### src/sst_pkg.sv
// Shared codes, state encoding and controller/datapath interface types.
package sst_pkg;

	// Item kinds carried on the input tuser
	localparam logic [1:0] OP_DATA     = 2'd0;
	localparam logic [1:0] OP_LOAD_PAT = 2'd1;
	localparam logic [1:0] OP_LOAD_REP = 2'd2;
	localparam logic [1:0] OP_LOAD_TBL = 2'd3;

	// Configuration register indexes
	localparam logic [1:0] CFG_MODE = 2'd0;
	localparam logic [1:0] CFG_PLEN = 2'd1;
	localparam logic [1:0] CFG_RLEN = 2'd2;
	localparam logic [1:0] CFG_RALL = 2'd3;

	// Operating modes
	localparam logic MODE_SUBST = 1'b0;
	localparam logic MODE_XLATE = 1'b1;

	typedef enum logic [3:0] {
		ST_IDLE,
		ST_XL_RD,
		ST_XL_EMIT,
		ST_SB_RD,
		ST_SB_CHK,
		ST_DM_RD,
		ST_DM_EMIT,
		ST_RP_RD,
		ST_RP_EMIT,
		ST_END,
		ST_FL_RD,
		ST_FL_EMIT,
		ST_FIN
	} sst_state_t;

	typedef enum logic [1:0] {
		SRC_SUB,
		SRC_REP,
		SRC_PAT,
		SRC_TBL
	} emit_src_t;

	// Controller to datapath
	typedef struct packed {
		logic      accept;
		logic      k_inc;
		logic      k_clr;
		logic      start_inc;
		logic      j_clr;
		logic      j_inc;
		logic      set_partial;
		logic      m_zero;
		logic      fr_set;
		logic      emit;
		emit_src_t src;
		logic      push;
	} sst_cmd_t;

	// Datapath to controller
	typedef struct packed {
		logic mode;
		logic active;
		logic eq;
		logic seg_end;
		logic full;
		logic start_last;
		logic r_zero;
		logic rep_end;
		logic last;
		logic m_nz;
		logic flush_end;
		logic emit_ok;
		logic push_ok;
	} sst_status_t;

endpackage

### src/sst_ctrl.sv
// Controller state machine sequencing table lookup, match, replacement, flush and output push.
module sst_ctrl (
	input  logic                clk,
	input  logic                arst_n,
	input  logic                in_valid,
	input  logic [1:0]          in_op,
	output logic                in_ready,
	input  sst_pkg::sst_status_t st,
	output sst_pkg::sst_cmd_t    cmd
);
	import sst_pkg::*;

	sst_state_t state_q, state_d;

	// State register
	always_ff @(posedge clk or negedge arst_n) begin
		if (!arst_n) begin
			state_q <= ST_IDLE;
		end else begin
			state_q <= state_d;
		end
	end

	// Next state and commands
	always_comb begin
		state_d  = state_q;
		cmd      = '0;
		cmd.src  = SRC_SUB;
		in_ready = 1'b0;
		unique case (state_q)
			ST_IDLE: begin
				in_ready   = 1'b1;
				cmd.accept = in_valid;
				if (in_valid && in_op == OP_DATA) begin
					if (st.mode == MODE_XLATE) state_d = ST_XL_RD;
					else if (st.active) state_d = ST_SB_RD;
					else state_d = ST_DM_RD;
				end
			end
			ST_XL_RD: state_d = ST_XL_EMIT;
			ST_XL_EMIT: begin
				cmd.emit = 1'b1;
				cmd.src  = SRC_TBL;
				if (st.emit_ok) state_d = ST_END;
			end
			ST_SB_RD: state_d = ST_SB_CHK;
			ST_SB_CHK: begin
				if (st.eq) begin
					if (st.seg_end) begin
						if (st.full) begin
							cmd.fr_set = 1'b1;
							cmd.m_zero = 1'b1;
							cmd.j_clr  = 1'b1;
							state_d    = st.r_zero ? ST_END : ST_RP_RD;
						end else begin
							cmd.set_partial = 1'b1;
							state_d         = ST_END;
						end
					end else begin
						cmd.k_inc = 1'b1;
						state_d   = ST_SB_RD;
					end
				end else begin
					// mismatch: release the byte at the current start
					cmd.emit = 1'b1;
					cmd.src  = SRC_SUB;
					if (st.emit_ok) begin
						cmd.start_inc = 1'b1;
						cmd.k_clr     = 1'b1;
						if (st.start_last) begin
							cmd.m_zero = 1'b1;
							state_d    = ST_END;
						end else begin
							state_d = ST_SB_RD;
						end
					end
				end
			end
			ST_DM_RD: state_d = ST_DM_EMIT;
			ST_DM_EMIT: begin
				cmd.emit = 1'b1;
				cmd.src  = SRC_SUB;
				if (st.emit_ok) begin
					cmd.start_inc = 1'b1;
					if (st.start_last) begin
						cmd.m_zero = 1'b1;
						state_d    = ST_END;
					end else begin
						state_d = ST_DM_RD;
					end
				end
			end
			ST_RP_RD: state_d = ST_RP_EMIT;
			ST_RP_EMIT: begin
				cmd.emit = 1'b1;
				cmd.src  = SRC_REP;
				if (st.emit_ok) begin
					cmd.j_inc = 1'b1;
					state_d   = st.rep_end ? ST_END : ST_RP_RD;
				end
			end
			ST_END: begin
				if (st.last && st.m_nz) begin
					cmd.k_clr = 1'b1;
					state_d   = ST_FL_RD;
				end else begin
					state_d = ST_FIN;
				end
			end
			ST_FL_RD: state_d = ST_FL_EMIT;
			ST_FL_EMIT: begin
				cmd.emit = 1'b1;
				cmd.src  = SRC_PAT;
				if (st.emit_ok) begin
					cmd.k_inc = 1'b1;
					state_d   = st.flush_end ? ST_FIN : ST_FL_RD;
				end
			end
			ST_FIN: begin
				cmd.push = 1'b1;
				if (st.push_ok) state_d = ST_IDLE;
			end
			default: state_d = ST_IDLE;
		endcase
	end

endmodule

### src/sst_dp.sv
// Datapath: configuration, pattern/replacement/table stores, match counters, output stage.
module sst_dp #(
	parameter int MAX_PATTERN = 32
) (
	input  logic                 clk,
	input  logic                 arst_n,
	input  logic                 cfg_we,
	input  logic [1:0]           cfg_index,
	input  logic [5:0]           cfg_data,
	input  logic [1:0]           in_op,
	input  logic [7:0]           in_index,
	input  logic [7:0]           in_value,
	input  logic                 in_last,
	input  sst_pkg::sst_cmd_t    cmd,
	output sst_pkg::sst_status_t st,
	output logic                 out_valid,
	input  logic                 out_ready,
	output logic [7:0]           out_byte,
	output logic                 out_has,
	output logic                 out_last
);
	import sst_pkg::*;

	localparam int AW = (MAX_PATTERN > 1) ? $clog2(MAX_PATTERN) : 1;
	localparam int LW = $clog2(MAX_PATTERN + 1);
	localparam int CW = LW + 1;

	// Configuration registers
	logic       mode_q, rall_q;
	logic [5:0] plen_q, rlen_q;

	// Match state and counters
	logic [LW-1:0] m_q;
	logic          fr_q;
	logic [7:0]    c_q;
	logic          last_q;
	logic [CW-1:0] start_q, k_q, j_q;
	logic [7:0]    sfirst_q;

	// Stores and registered read data
	logic [7:0] pat_mem [MAX_PATTERN];
	logic [7:0] rep_mem [MAX_PATTERN];
	logic [7:0] tbl_mem [256];
	logic [255:0] tbl_vld_q;
	logic [7:0] rd1_q, rd2_q, rep_rd_q, tbl_rd, tbl_raw_q;
	logic       tbl_hit_q;

	// Output stage: one pending byte plus the output register
	logic       pend_valid_q;
	logic [7:0] pend_byte_q;
	logic       out_valid_q, out_has_q, out_last_q;
	logic [7:0] out_byte_q;

	logic [LW-1:0] plen_eff, rlen_eff, m_eff;
	logic [CW-1:0] len_l, sk, seg_len;
	logic [7:0]    s_byte, emit_byte;
	logic          emit_ok, push_ok, do_emit, do_push, load_out;
	logic          pat_we, rep_we, tbl_we, idx_ok;

	// Effective lengths with clamping
	always_comb begin
		if (plen_q == 6'd0) plen_eff = LW'(1);
		else if (32'(plen_q) > MAX_PATTERN) plen_eff = LW'(MAX_PATTERN);
		else plen_eff = LW'(plen_q);
		if (32'(rlen_q) > MAX_PATTERN) rlen_eff = LW'(MAX_PATTERN);
		else rlen_eff = LW'(rlen_q);
	end

	// Window arithmetic over held bytes plus the new byte
	assign m_eff   = (m_q >= plen_eff) ? '0 : m_q;
	assign len_l   = CW'(m_eff) + CW'(1);
	assign sk      = start_q + k_q;
	assign seg_len = len_l - start_q;
	assign s_byte  = (sk == CW'(m_eff)) ? c_q : rd1_q;
	assign tbl_rd  = tbl_hit_q ? tbl_raw_q : c_q;

	always_comb begin
		unique case (cmd.src)
			SRC_SUB: emit_byte = (k_q == '0) ? s_byte : sfirst_q;
			SRC_REP: emit_byte = rep_rd_q;
			SRC_PAT: emit_byte = rd2_q;
			SRC_TBL: emit_byte = tbl_rd;
			default: emit_byte = s_byte;
		endcase
	end

	assign emit_ok  = !pend_valid_q || !out_valid_q || out_ready;
	assign push_ok  = !out_valid_q || out_ready;
	assign do_emit  = cmd.emit && emit_ok;
	assign do_push  = cmd.push && push_ok;
	assign load_out = (do_emit && pend_valid_q) || (do_push && (last_q || pend_valid_q));

	// Status to the controller
	always_comb begin
		st            = '0;
		st.mode       = mode_q;
		st.active     = rall_q || !fr_q;
		st.eq         = (s_byte == rd2_q);
		st.seg_end    = (sk + CW'(1)) == len_l;
		st.full       = seg_len == CW'(plen_eff);
		st.start_last = (start_q + CW'(1)) == len_l;
		st.r_zero     = (rlen_eff == '0);
		st.rep_end    = (j_q + CW'(1)) == CW'(rlen_eff);
		st.last       = last_q;
		st.m_nz       = (m_q != '0);
		st.flush_end  = (k_q + CW'(1)) == CW'(m_q);
		st.emit_ok    = emit_ok;
		st.push_ok    = push_ok;
	end

	// Load decode
	assign idx_ok = 32'(in_index) < MAX_PATTERN;
	assign pat_we = cmd.accept && in_op == OP_LOAD_PAT && idx_ok;
	assign rep_we = cmd.accept && in_op == OP_LOAD_REP && idx_ok;
	assign tbl_we = cmd.accept && in_op == OP_LOAD_TBL;

	// Configuration registers
	always_ff @(posedge clk or negedge arst_n) begin
		if (!arst_n) begin
			mode_q <= MODE_SUBST;
			plen_q <= 6'd1;
			rlen_q <= 6'd0;
			rall_q <= 1'b0;
		end else if (cfg_we) begin
			unique case (cfg_index)
				CFG_MODE: mode_q <= cfg_data[0];
				CFG_PLEN: plen_q <= cfg_data;
				CFG_RLEN: rlen_q <= cfg_data;
				CFG_RALL: rall_q <= cfg_data[0];
				default: ;
			endcase
		end
	end

	// Held prefix length and the only-first flag
	always_ff @(posedge clk or negedge arst_n) begin
		if (!arst_n) begin
			m_q  <= '0;
			fr_q <= 1'b0;
		end else begin
			if (cmd.accept && in_op == OP_LOAD_PAT) m_q <= '0;
			else if (cfg_we && (cfg_index == CFG_MODE || cfg_index == CFG_PLEN)) m_q <= '0;
			else if (cmd.m_zero) m_q <= '0;
			else if (cmd.set_partial) m_q <= LW'(seg_len);
			else if (do_push && last_q) m_q <= '0;
			if (cmd.fr_set) fr_q <= 1'b1;
			else if (do_push && last_q) fr_q <= 1'b0;
		end
	end

	// Item registers and scan counters
	always_ff @(posedge clk) begin
		if (cmd.accept) begin
			c_q     <= in_value;
			last_q  <= in_last;
			start_q <= '0;
			k_q     <= '0;
			j_q     <= '0;
		end else begin
			if (cmd.start_inc) start_q <= start_q + CW'(1);
			if (cmd.k_clr) k_q <= '0;
			else if (cmd.k_inc) k_q <= k_q + CW'(1);
			if (cmd.j_clr) j_q <= '0;
			else if (cmd.j_inc) j_q <= j_q + CW'(1);
		end
		if (k_q == '0) sfirst_q <= s_byte;
	end

	// Pattern and replacement stores
	always_ff @(posedge clk) begin
		if (pat_we) pat_mem[in_index[AW-1:0]] <= in_value;
		if (rep_we) rep_mem[in_index[AW-1:0]] <= in_value;
		rd1_q    <= pat_mem[sk[AW-1:0]];
		rd2_q    <= pat_mem[k_q[AW-1:0]];
		rep_rd_q <= rep_mem[j_q[AW-1:0]];
	end

	// Translate table, identity until an entry is loaded
	always_ff @(posedge clk) begin
		if (tbl_we) tbl_mem[in_index] <= in_value;
		tbl_raw_q <= tbl_mem[c_q];
	end

	always_ff @(posedge clk or negedge arst_n) begin
		if (!arst_n) begin
			tbl_vld_q <= '0;
			tbl_hit_q <= 1'b0;
		end else begin
			if (tbl_we) tbl_vld_q[in_index] <= 1'b1;
			tbl_hit_q <= tbl_vld_q[c_q];
		end
	end

	// Pending byte and output register
	always_ff @(posedge clk or negedge arst_n) begin
		if (!arst_n) begin
			pend_valid_q <= 1'b0;
			out_valid_q  <= 1'b0;
		end else begin
			if (do_emit) pend_valid_q <= 1'b1;
			else if (do_push) pend_valid_q <= 1'b0;
			if (load_out) out_valid_q <= 1'b1;
			else if (out_ready) out_valid_q <= 1'b0;
		end
	end

	always_ff @(posedge clk) begin
		if (do_emit) pend_byte_q <= emit_byte;
		if (load_out) begin
			out_byte_q <= pend_valid_q ? pend_byte_q : 8'd0;
			out_has_q  <= pend_valid_q;
			out_last_q <= cmd.push && last_q;
		end
	end

	assign out_valid = out_valid_q;
	assign out_byte  = out_byte_q;
	assign out_has   = out_has_q;
	assign out_last  = out_last_q;

	// Held prefix is always shorter than the pattern
	a_prefix_short: assert property (@(posedge clk) disable iff (!arst_n)
		m_q == '0 || m_q < plen_eff)
		else $error("held prefix not shorter than pattern");

	// End of buffer leaves nothing pending and nothing held
	a_end_clean: assert property (@(posedge clk) disable iff (!arst_n)
		do_push && last_q |=> !pend_valid_q && m_q == '0)
		else $error("state left after end of buffer");

	// An accepted emit always lands in the pending slot
	a_emit_pend: assert property (@(posedge clk) disable iff (!arst_n)
		do_emit |=> pend_valid_q)
		else $error("emitted byte lost");

endmodule

### src/stream_substitute_translate.sv
// Top level: streaming pattern substitute / byte translate block.
//
// Channel   Dir  Handshake              Payload
// s_axis    in   tvalid/tready          tdata {value, index}, tuser op, tlast last
// m_axis    out  tvalid/tready          tdata out_byte, tuser has_byte, tlast out_last
// cfg       in   cfg_valid/cfg_ready    cfg_index register, cfg_data value
//
// Loads are taken in the idle state, which they do not leave. A translated byte reads
// the table, is emitted, then closes out. A substitute byte compares pattern bytes
// over each fallback start, then releases bytes or emits the replacement, and closes out.
// Pattern reads go through one registered two-port store.
// Reset clears the controller, the held prefix and the table valid bits at once.
// Results park in a pending byte and an output register; a stalled output holds the FSM.
module stream_substitute_translate #(
	parameter int MAX_PATTERN = 32
) (
	input  logic        clk,
	input  logic        arst_n,
	input  logic        s_axis_tvalid,
	output logic        s_axis_tready,
	input  logic [15:0] s_axis_tdata,   // [7:0] index, [15:8] value
	input  logic [1:0]  s_axis_tuser,   // [1:0] op
	input  logic        s_axis_tlast,
	output logic        m_axis_tvalid,
	input  logic        m_axis_tready,
	output logic [7:0]  m_axis_tdata,   // [7:0] out_byte
	output logic [0:0]  m_axis_tuser,   // [0] has_byte
	output logic        m_axis_tlast,
	input  logic        cfg_valid,
	output logic        cfg_ready,
	input  logic [1:0]  cfg_index,
	input  logic [5:0]  cfg_data
);
	import sst_pkg::*;

	sst_cmd_t    cmd;
	sst_status_t st;
	logic        has_byte;

	assign cfg_ready = 1'b1;

	sst_ctrl u_ctrl (
		.clk      (clk),
		.arst_n   (arst_n),
		.in_valid (s_axis_tvalid),
		.in_op    (s_axis_tuser),
		.in_ready (s_axis_tready),
		.st       (st),
		.cmd      (cmd)
	);

	sst_dp #(
		.MAX_PATTERN (MAX_PATTERN)
	) u_dp (
		.clk       (clk),
		.arst_n    (arst_n),
		.cfg_we    (cfg_valid & cfg_ready),
		.cfg_index (cfg_index),
		.cfg_data  (cfg_data),
		.in_op     (s_axis_tuser),
		.in_index  (s_axis_tdata[7:0]),
		.in_value  (s_axis_tdata[15:8]),
		.in_last   (s_axis_tlast),
		.cmd       (cmd),
		.st        (st),
		.out_valid (m_axis_tvalid),
		.out_ready (m_axis_tready),
		.out_byte  (m_axis_tdata),
		.out_has   (has_byte),
		.out_last  (m_axis_tlast)
	);

	assign m_axis_tuser[0] = has_byte;

endmodule
### config.mk
export PLATFORM = sky130hd
export DESIGN_NAME = stream_substitute_translate
export DESIGN_NICKNAME = d
export VERILOG_FILES = /design/src/sst_pkg.sv /design/src/sst_ctrl.sv /design/src/sst_dp.sv /design/src/stream_substitute_translate.sv
export SDC_FILE = /design/constraint.sdc
export NUM_CORES = 2
export LEC_CHECK = 0
export ABC_AREA = 1
export BUFFER_PORTS_ARGS = -buffer_cell sky130_fd_sc_hd__buf_2
export CORE_ASPECT_RATIO = 0.5
export CORE_MARGIN = 10
export CORE_UTILIZATION = 30
export DETAILED_ROUTE_END_ITERATION = 6
export HOLD_SLACK_MARGIN = 0.08
export PLACE_DENSITY_LB_ADDON = 0.08
export REMOVE_ABC_BUFFERS = 1
export SLEW_MARGIN = 30
export SYNTH_ARGS = -nofsm -noshare
export SYNTH_HDL_FRONTEND = slang
export SYNTH_SLANG_ARGS = --single-unit
### constraint.sdc
create_clock -name clk -period 4.9 [get_ports clk]
set_clock_uncertainty 0.1 [all_clocks]
set_input_delay 0.49 -clock clk [delete_from_list [all_inputs] [get_ports clk]]
set_output_delay 0.49 -clock clk [all_outputs]
set_load 0.01 [all_outputs]
==> Flow_metrics.wiki <==
{| class="wikitable"
! Metric !! Value
|-
| TritonCTS clock tree || yes
|-
| Count of routing violations after the opening detailed-route iteration || 8,315
|-
| Max cap viols || 0
|-
| Count of flip-flops with a built-in enable after synthesis || 2,587
|-
| Area fraction of the dominant cell type after synthesis || 64.54%
|-
| Post-route design area || 139,300 µm²
|-
| Aggregate routed wire length || 436,800 µm
|-
| Worst path slowest cell || sky130_fd_sc_hd__nor2_1
|-
| Classification of the worst-slack hold path || in -> reg
|-
| Worst Path Max Fanout || 13
|-
| Deepest level of the CTS H-tree || 5
|-
| Ranking of synthesized cells by area || sky130_fd_sc_hd__edfxtp_1 (65%), sky130_fd_sc_hd__o21ai_0 (8.5%), sky130_fd_sc_hd__nor2_1 (7.0%)
|-
| Most repeated cell in the gate-level netlist after synthesis || sky130_fd_sc_hd__edfxtp_1
|-
| Crit path time final || 4.568 ns
|-
| Top FF cell, synth || sky130_fd_sc_hd__edfxtp_1
|-
| Effective utilization at floorplan || 30.13%
|-
| Worst-Skew Late Latency || 0.92 ns
|-
| Cell family with the largest share of critical-path delay || simple AND/OR/NAND/NOR gates
|-
| Worst Tran Pin Value || 1.071 ns
|-
| CP required || 5.31 ns
|-
| Antenna Nets Post-Route || 0
|-
| FFs w/ async S/R, synth || 9.686%
|-
| Number of input and output port buffers inserted || 43
|-
| Total number of placement rows || 164
|-
| Upper clock frequency limit || 0.2189 GHz
|-
| Post-place instance area || 129,100 µm²
|-
| Portion of the clock cycle consumed by the worst path in the final layout || 93.22%
|-
| Overall track demand over capacity in global routing || 19.65%
|-
| Die Ht || 467.9 µm
|-
| Detailed-route via count || 83,290
|-
| Wire length of the first global-routing pass || 621,700 µm
|-
| Post-CTS setup buffers || 0
|-
| Clock tree sinks || 2,932
|-
| Layout area overhead || 15.76%
|-
| Number of global-route vias before repair || 80,480
|-
| Maximum vdd ir drop || 0.0005463 V
|-
| Seq/Total Area, Yosys || 71.46%
|-
| Max-slew violation count || 0
|-
| Master cell of the clock root buffer || sky130_fd_sc_hd__clkbuf_16
|-
| Endpoint with the worst hold slack || u_dp.start_q[2]
|-
| Core Area || 399,500 µm²
|-
| CP startpoint || u_ctrl.state_q[1]
|-
| Area enclosed by the die boundary || 428,500 µm²
|-
| Final setup fails || 0
|-
| Data arrival time of the critical path || 4.98 ns
|-
| Worst rel slew slack || 28.40%
|-
| Areal power density over the cells || 482.7 nW/µm²
|-
| Inserted Clock Buffers || 303
|-
| Residual overflow from global routing || 0
|-
| Depth of the worst hold-timing path || 5
|-
| DRC violation count after routing || 0
|-
| Initial antenna violation count || 36
|-
| Cell types with the highest counts after synthesis || sky130_fd_sc_hd__edfxtp_1 (2,587), sky130_fd_sc_hd__nor2_1 (2,255), sky130_fd_sc_hd__o21ai_0 (2,048), sky130_fd_sc_hd__o22ai_1 (715), sky130_fd_sc_hd__clkbuf_1 (669)
|-
| Post-synthesis instance area || 120,400 µm²
|-
| Via count normalized by instance count || 5.265
|-
| Area leader, netlist || sky130_fd_sc_hd__edfxtp_1
|-
| Static leakage || 0.04730 µW
|-
| Clk pin slew, worst setup/hold paths || 0.07 ns
|-
| Maximum single-stage delay on the critical path || 0.94 ns
|-
| Width of the die || 915.8 µm
|-
| Startpoint of the tightest hold check path || s_axis_tvalid
|-
| Fin nets || 10,310
|-
| Start-to-end type of the worst setup path || reg -> reg
|-
| CTS max path bufs || 4
|-
| Average size of a mapped cell || 11.84 µm²
|-
| Distinct cell type count after synthesis || 57
|-
| Final Power || 67,250 µW
|-
| Fraction of final layout cells with drive strength greater than 1 || 11.76%
|-
| Maximum number of pins on one net before global-route repair || 141
|-
| IO Pins || 45
|-
| DP HPWL || 259,600 µm
|-
| Yosys warning total || 0
|-
| Reg2reg end || u_dp.tbl_mem[76][6]
|-
| Origin of the critical flop-to-flop path || u_ctrl.state_q[1]
|-
| Worst R2R Setup Slack || 0.33 ns
|-
| Count of state elements after synthesis || 2,932
|-
| Number of buffers and inverters on the critical path || 3
|-
| Setup repair after global routing missed its margin || false
|-
| First-pass DRT Iterations || 6
|-
| Worst reg-to-reg path cell count || 11
|-
| Nature of the critical path endpoint || register
|-
| Status || finished, final reports clean
|-
| Count of final hold-check violations || 0
|-
| Placer's final routability congestion estimate || 0.8054
|-
| Worst setup SP type || register
|-
| Crit-path cells || nor2_1, inv_1, nor2_1, nand2_1, inv_1, nand2_1, nor2_4, inv_1, nor3_1, nand2_1, nor2_1
|-
| Wirelength per Cell || 27.61 µm
|-
| Mapped Cells || 10,170
|}
==> routing by layer <==
metal | routed length, µm | part of all wire (%) | global-route usage, % | vias to the layer above
met5 | 13 | 0.0030 | 0 | -
met4 | 8761 | 2.0 | 4.088 | 2
met3 | 23350 | 5.3 | 2.747 | 446
met2 | 193900 | 44 | 30.32 | 2399
met1 | 210800 | 48 | 29.33 | 43010
li1 | - | - | - | 37430
==> cell families (layout without fill, tap and decap cells) <==
group | count (synthesis) | count (layout) | synth area share (%)
fa+ha+maj | 26 | 26 | 0.2828
other cells | 1 | 9 | 0.003116
buf+inv | 986 | 1319 | 3.128
xor+xnor | 34 | 34 | 0.2537
flops | 2932 | 2932 | 71.46
compound gates | 3100 | 3100 | 14.34
simple gates | 3088 | 3088 | 10.53
==> worst min-delay path: cells and delay by family <==
| family | cells | cell delay (ns) |
|---|---|---|
| buffers and inverters | 2 | 0.39 |
| AND/OR/NAND/NOR | 3 | 0.23 |
==> placed cells by master (no fill, tap or decap), types with 91 or more instances in the layout <==
cell                        instances
sky130_fd_sc_hd__o22ai_1          715
sky130_fd_sc_hd__edfxtp_1        2587
sky130_fd_sc_hd__o221ai_1         136
sky130_fd_sc_hd__o21ai_0         2047
sky130_fd_sc_hd__dfrtp_1          283
sky130_fd_sc_hd__nand2_1          310
sky130_fd_sc_hd__buf_4            388
sky130_fd_sc_hd__nand3_1          150
sky130_fd_sc_hd__nor2_1          2239
sky130_fd_sc_hd__a21oi_1           91
sky130_fd_sc_hd__inv_1            206
sky130_fd_sc_hd__or2_2            199
sky130_fd_sc_hd__clkbuf_16        318
==> registers in the layout, indices dropped and copies added, names as in the netlist, 256 cells and up <==
name            count
u_dp.pat_mem      256
u_dp.rep_mem      256
u_dp.tbl_mem     2048
u_dp.tbl_vld_q    256
==> power by group <==
part	total, µW	internal, µW	switching, µW	leakage (µW)
logic	15200	4010	11200	0.0151
registers	28200	27700	497	0.0274
clock network	23900	13600	10300	0.00486
==> how the worst max path moves through the flow <==
stage	cells past startpoint	end	slack, ns
final	11	u_dp.tbl_mem[76][6]	0.33
after global routing	27	u_dp.out_byte[1]	0.006
after CTS	35	u_dp.m_q[3]	0.38
after detailed placement	35	u_dp.m_q[3]	0.42
after global placement	35	u_dp.m_q[3]	0.28
after floorplan	10	u_dp.tbl_raw_q[0]	-42.77
==> timing repair <==
action | CTS | global route
hold buffers | 28 | 0
setup endpoints to repair | 0 | 24
endpoints found under the hold margin | 541 | 0
gates resized for setup | 0 | 4
==> through the flow <==
step | cells | hold WS, ns | util (%) | setup slack (ns) | setup TNS (ns)
after floorplan | 9419 | 0.09441 | - | -42.77 | -1231.25
after global placement | 15230 | 0.3391 | 32.29 | 0.2838 | 0
after detailed placement | 15240 | 0.3452 | 32.31 | 0.4225 | 0
after CTS | 15810 | 0.08661 | 34.86 | 0.3817 | 0
after global routing | 15810 | 0.1512 | 34.87 | 0.005641 | 0
final | 15820 | 0.1830 | 34.88 | 0.3324 | 0
==> final cells by class <==
| class | count | area [µm²] |
|---|---|---|
| Timing Repair Buffer | 532 | 5000 |
| Fill cell | 39370 | 260200 |
| Tap cell | 5312 | 6646 |
| Clock buffer | 440 | 8816 |
| Clock inverter | 109 | 1069 |
| Antenna cell | 8 | 20.02 |
| Sequential cell | 2932 | 86020 |
| Inverter | 238 | 930.9 |
| Multi-Input combinational cell | 6249 | 30830 |
(Power assumes the default switching activity.)
